**config.mk**
```make
export PLATFORM = sky130hd
export DESIGN_NAME = slrc_div
export DESIGN_NICKNAME = d
export VERILOG_FILES = /design/src/rtl/slrc_pkg.sv /design/src/rtl/slrc_div.sv
export SDC_FILE = /design/constraint.sdc
export NUM_CORES = 2
export LEC_CHECK = 0
export BUFFER_PORTS_ARGS = -buffer_cell sky130_fd_sc_hd__buf_2
export CORE_MARGIN = 3
export CORE_UTILIZATION = 35
export CTS_BUF_LIST = sky130_fd_sc_hd__clkbuf_16
export CTS_CLUSTER_DIAMETER = 120
export DETAILED_ROUTE_END_ITERATION = 12
export GPL_TIMING_DRIVEN = 0
export PLACE_DENSITY_LB_ADDON = 0.3
export SLEW_MARGIN = 0
export SYNTH_ARGS = -nofsm -noshare
export SYNTH_HDL_FRONTEND = slang
export SYNTH_SLANG_ARGS = --single-unit
```
**constraint.sdc**
```tcl
create_clock -name i_clk -period 6.7 [get_ports i_clk]
set_input_delay 0 -clock i_clk [delete_from_list [all_inputs] [get_ports i_clk]]
set_output_delay 0 -clock i_clk [all_outputs]
set_load 0.005 [all_outputs]
```
**src/rtl/slrc_pkg.sv**
```systemverilog
// Shared types and constants for the split-line rectangle clipper.
`timescale 1ns / 1ps
`default_nettype none

package slrc_pkg;

    localparam int COORD_BITS = 24;
    localparam int SLOPE_FRAC = 16;
    localparam int DIFF_W     = COORD_BITS + 1;
    localparam int QUO_W      = DIFF_W + SLOPE_FRAC;
    localparam int DIV_ST     = (QUO_W + 1) / 2;
    localparam int DQ_W       = 2 * DIV_ST;
    localparam int QS_W       = DQ_W + 1;
    localparam int DIV_LAT    = DIV_ST + 2;

    typedef logic signed [COORD_BITS-1:0] t_coord;
    typedef logic signed [DIFF_W-1:0]     t_diff;
    typedef logic signed [QS_W-1:0]       t_quot;

    typedef struct packed {
        t_coord line_x1;
        t_coord line_y1;
        t_coord line_x2;
        t_coord line_y2;
        t_coord rect_left;
        t_coord rect_right;
        t_coord rect_top;
        t_coord rect_bottom;
    } t_line_in;

    typedef struct packed {
        t_coord out_x1;
        t_coord out_y1;
        t_coord out_x2;
        t_coord out_y2;
        logic   is_empty;
    } t_line_out;

endpackage

`default_nettype wire

```
**src/rtl/slrc_div.sv**
```systemverilog
// Pipelined signed slope divider: trunc(num * 2^16 / den), two quotient bits a stage.
`timescale 1ns / 1ps
`default_nettype none

module slrc_div (
    input  wire logic            i_clk,
    input  wire logic            i_en,
    input  wire slrc_pkg::t_diff i_num,
    input  wire slrc_pkg::t_diff i_den,
    output slrc_pkg::t_quot      o_quot
);
    import slrc_pkg::*;

    localparam int R_W = DIFF_W + 1;

    logic [DQ_W-1:0]   r_acc [0:DIV_ST];
    logic [R_W-1:0]    r_rem [0:DIV_ST];
    logic [DIFF_W-1:0] r_den [0:DIV_ST];
    logic              r_neg [0:DIV_ST];
    t_quot             r_quot;

    logic [DQ_W-1:0]   n_acc [1:DIV_ST];
    logic [R_W-1:0]    n_rem [1:DIV_ST];
    logic [DIFF_W-1:0] num_mag;
    logic [DIFF_W-1:0] den_mag;
    t_quot             n_quot;

    always_comb begin
        num_mag = i_num[DIFF_W-1] ? DIFF_W'(-i_num) : DIFF_W'(i_num);
        den_mag = i_den[DIFF_W-1] ? DIFF_W'(-i_den) : DIFF_W'(i_den);
    end

    // restoring division, two bits per stage
    always_comb begin
        logic [DQ_W-1:0] acc;
        logic [R_W-1:0]  rem;
        logic [R_W-1:0]  sh;
        for (int k = 0; k < DIV_ST; k++) begin
            acc = r_acc[k];
            rem = r_rem[k];
            for (int j = 0; j < 2; j++) begin
                sh  = {rem[R_W-2:0], acc[DQ_W-1]};
                acc = {acc[DQ_W-2:0], 1'b0};
                if (sh >= {1'b0, r_den[k]}) begin
                    sh     = sh - {1'b0, r_den[k]};
                    acc[0] = 1'b1;
                end
                rem = sh;
            end
            n_acc[k+1] = acc;
            n_rem[k+1] = rem;
        end
    end

    always_comb begin
        n_quot = r_neg[DIV_ST] ? t_quot'(-{1'b0, r_acc[DIV_ST]})
                               : t_quot'({1'b0, r_acc[DIV_ST]});
    end

    always_ff @(posedge i_clk) begin
        if (i_en) begin
            r_acc[0] <= DQ_W'({num_mag, {SLOPE_FRAC{1'b0}}});
            r_rem[0] <= '0;
            r_den[0] <= den_mag;
            r_neg[0] <= i_num[DIFF_W-1] ^ i_den[DIFF_W-1];
            for (int k = 0; k < DIV_ST; k++) begin
                r_acc[k+1] <= n_acc[k+1];
                r_rem[k+1] <= n_rem[k+1];
                r_den[k+1] <= r_den[k];
                r_neg[k+1] <= r_neg[k];
            end
            r_quot <= n_quot;
        end
    end

    assign o_quot = r_quot;

endmodule

`default_nettype wire

```
# [After elaboration in Yosys (flattened, before gate mapping)]
# Memories as Yosys holds them, arrays and structs flattened.
# Index checks and enable logic that the tools add are counted.
[totals] ff_bits=43 ram_bits=2068 in_bits=52 n_memories=4
[op_classes] add_sub_neg=45 order_cmp=42 mux=89 n_bitwise=1
[memory_table] memory="r_acc" words=22 word_bits=42 rd=22 rd_ports_with_merged_regs=0 wr=22 line="slrc_div.sv:16" source="logic [DQ_W-1:0] r_acc [0:DIV_ST];"
[memory_table] memory="r_rem" words=22 word_bits=26 rd=21 rd_ports_with_merged_regs=0 wr=22 line="slrc_div.sv:17" source="logic [R_W-1:0] r_rem [0:DIV_ST];"
[memory_table] memory="r_den" words=22 word_bits=25 rd=21 rd_ports_with_merged_regs=0 wr=22 line="slrc_div.sv:18" source="logic [DIFF_W-1:0] r_den [0:DIV_ST];"
[memory_table] memory="r_neg" words=22 word_bits=1 rd=22 rd_ports_with_merged_regs=0 wr=22 line="slrc_div.sv:19" source="logic r_neg [0:DIV_ST];"
[ops] op="$ge 26x25->1" n=42
[ops] op="$mux 25" n=23
[ops] op="$mux 26" n=21
[ops] op="$sub 26x25->26" n=21
[ops] op="$sub 25x25->25" n=21
[ops] op="$neg 25->25" n=2
[ops] op="$mux 1" n=44
[ops] op="$neg 42->43" n=1
[ops] op="$mux 42" n=1
[ops] op="$xor 1x1->1" n=1

# [Depth between registers and ports, before layout]
# An unclocked memory read counts as a cell.
[depth] ltp_word=5 depth_mapped=28 ltp_nobuf=25

# [Least setup slack after synthesis]
# OpenSTA, ideal clock, no wires.
[synth_timing] kind="flip-flop to flip-flop" from="mem r_den[1][25] in the netlist's numbering" to="mem r_rem[1][70] in the netlist's numbering, data pin" t_arrival_ns=5.955 required_time_ns=6.440 slack_ns=0.485 path_stages_with_launch=26 cell_sequence="edfxtp_1 > ha_1 > inv_1 > fa_1 > a21o_1 > a31oi_1 > o31ai_2 > a21oi_1 > o211a_1 > o21a_1 > o41ai_4 > clkbuf_1 > mux2_2 > ha_1 > a21oi_1 > o21ai_0 > a2111oi_0 > nor4_1 > o2111ai_1 > a21o_1 > a21oi_1 > o41ai_1 > and3b_1 > buf_2 > buf_2 > mux2_2"
[synth_lines] element="start, declared" line="slrc_div.sv:18"
[synth_lines] element="end, declared" line="slrc_div.sv:17"

==> results.md <==
* Least-Margin Pin Slew at 1.02 ns
* Critical Path Stages at 25
* Crit Path Max Fanout at 10
* Design Area, Final at 0.132 mm²
* Worst rel slew slack at 30.0%
* Clk buf depth at 4
* Crit. End Element: register
* Die X at 579 µm
* Slack of the critical path at 0.149 ns
* Register area share after synthesis at 45.3%
* Area Growth Syn to Fin at 14.7%
* Worst reg2reg path endpoint: r_rem[1][24]$_DFFE_PP_
* Final Setup Violations at 0
* Die height at 579 µm
* WL/cell at 18.5 µm
* Final wirelength at 294 mm
* Worst endpoint required time at 7.30 ns
* IO Pins at 95
* Asr flop ratio synth at 0%
* Syn Inst Count at 10900
* Fillers at 31500
* Overall Global Routing Usage at 16.9%
* Synth area leaders: edfxtp_1 45%, ha_1 11%, mux2_2 4.9%, xnor2_1 4.8%, a21oi_1 4.1%
* Num rows at 209
* Placed cell area at 0.121 mm²
* Final Hold Vio Count at 0
* Most frequent cells in the layout: 1733 x edfxtp_1, 1007 x ha_1, 905 x a21oi_1
* R2R depth at 25
* Max_cap viols at 0
* Clk pin slew, worst setup/hold paths at 0.06 ns
* CTS Buf Count at 205
* Worst Hold Slack at 0.0895 ns
* Worst Setup Start Kind: register
* Die area at 0.335 mm²
* DP HPWL at 224 mm
* First-pass GRT wire length at 453 mm
* Clock Skew at 0.0809 ns
* Worst Setup Path Type: reg -> reg
* Maximum number of pins on one net before global-route repair at 172
* Minimum clock period at 6.55 ns
* Ys Warns at 0
* Clk_lat worst skew at 0.90 ns
* Initial Util at 35.3%
* TritonCTS clock tree: yes
* Top_reg_cell synth: edfxtp_1
* Post-synth EDFFs at 1733
* Worst slack at placement at -1.69 ns
* Number of synthesized register bits at 1733
* Critical Path Source: r_den[0][185]$_DFFE_PP_
* Synthesized area at 0.115 mm²
* Syn avg cell area at 10.6 µm²
* Detail-routed via count per cell at 5.26
* Sink Count at 1733
* Fmax at 153 MHz
* Vias in the first global route at 79100
* Pre-antenna DRT Iters at 5
* Slowest cell on crit path: or4_1
* Synth top area share at 45.3%
* Worst setup path end: r_rem[1][24]$_DFFE_PP_
* Period utilisation layout at 97.8%
* Routed Antenna Nets at 0
* GRT overflow at 0
* Core area at 0.326 mm²
* Reg2reg start: r_den[0][185]$_DFFE_PP_
* CP Data Arrival Time at 7.15 ns
* Iter 0 DRT Violations at 6393
* CP delay by family, top: compound AO/OA/AOI/OAI gates
* Leading area contributor after synthesis: edfxtp_1
* Non-filler cells, final at 15900
* Commonest non-fill, non-tap cell in the layout: edfxtp_1
* Post-placement cell count at 15300
* Proportion of layout cells with a drive suffix above 1 at 11.9%
* Hold Path Class: in -> reg
* Initial antenna violation count at 8
* Crit-path max cell delay at 0.59 ns
* Buf/Inv on CP at 7
* H-tree Lvls at 4
* Port buffer count at 92
* Flop2flop setup slack at 0.15 ns
* Pins over their slew limit at 0
* GP Congestion at 0.909
* Outcome: completed
* Synth cell types at 102
* Root Buffer: clkbuf_16
* Residual DRC at 0
* Final net count at 12500
* Vias after detailed routing at 83800
## per-layer routing
layer	vias to the layer above	track usage, %	part of all wire [%]
met5	-	0	0
met4	0	3.99	2.3
met1	39700	24.9	49
met2	1930	25.8	43
met3	371	2.64	5.6
li1	41700	-	-
## tightest hold or removal path: cells and delay by family
| kind | cells | cell delay (ns) |
|---|---|---|
| xor gates and xnor gates | 1 | 0.11 |
| buffers and inverters | 2 | 0.66 |
## cells in the mapped netlist (all sizes together), types with 45 or more instances
cell / count
ha: 1020
o211ai: 47
nand4: 155
o21a: 153
buf: 58
nor2b: 122
nor3: 173
nand3: 172
o31ai: 116
and2: 57
inv: 852
edfxtp: 1733
nand2b: 120
a211oi: 97
and3: 65
nor4: 53
xor2: 250
nor2: 686
a21o: 428
nand2: 710
a31oi: 100
or3: 84
a21oi: 935
xnor2: 625
mux2: 501
a21boi: 45
o21ai: 654
clkbuf: 143
o21bai: 135
## layout make-up
cell class | count | area [µm²] | area share (%)
inverters | 856 | 3220 | 2.44
plain buffers | 196 | 1180 | 0.894
flip-flops and latches | 1733 | 52000 | 39.5
clock inverters | 169 | 1730 | 1.31
diodes | 4 | 10.0 | 0.00759
well taps | 4325 | 5410 | 4.11
repair inverters | 2 | 12.5 | 0.00949
multi-input cells | 8091 | 60100 | 45.6
repair buffers | 342 | 2990 | 2.27
clock buffers | 206 | 5150 | 3.91
## registers in the layout, indices dropped and copies added, names as in the netlist
signal / cells
o_quot: 43
r_rem: 500
r_neg: 22
r_acc: 643
r_den: 525
## per-stage QoR
| stage | util (%) | TNS, ns |
|---|---|---|
| final | 40.5 | 0 |
| after global placement | 37.1 | - |
| after CTS | 40.1 | 0 |
| after global routing | 40.5 | -0.642 |
| after detailed placement | 37.2 | -433.69 |
| after floorplan | - | 0 |
## cells by family after synthesis
kind of cell	synth area share, %
XOR/XNOR	6.67
buffers and inverters	3.52
flip-flops	45.3
AO/OA/AOI/OAI	16.9
AND/OR/NAND/NOR	10.7
adder cells (fa/ha/maj)	11.7
multiplexers	5.20
other	0.00326
## how the worst min path moves through the flow
stage,start,to,depth (start not counted)
3_5_place_dp,i_en,r_den[0][8]$_DFFE_PP_,1
5_1_grt,i_num[10],r_acc[0][26]$_DFFE_PP_,3
3_3_place_gp,i_den[0],r_den[0][0]$_DFFE_PP_,1
2_1_floorplan,i_num[0],r_acc[0][16]$_DFFE_PP_,0
4_1_cts,i_num[10],r_acc[0][26]$_DFFE_PP_,3
6_report,i_num[10],r_acc[0][26]$_DFFE_PP_,3
## repair_timing
action	CTS	global route
gates cloned	0	3
buffers inserted	28	67
hold buffers	140	0
hold endpoints to repair	212	0
resized for setup	199	237
setup endpoints to repair	491	488
pin swaps	25	52
Power is not shown: default switching activity piles up to over one toggle a cycle in this logic, so the estimate is an artifact.
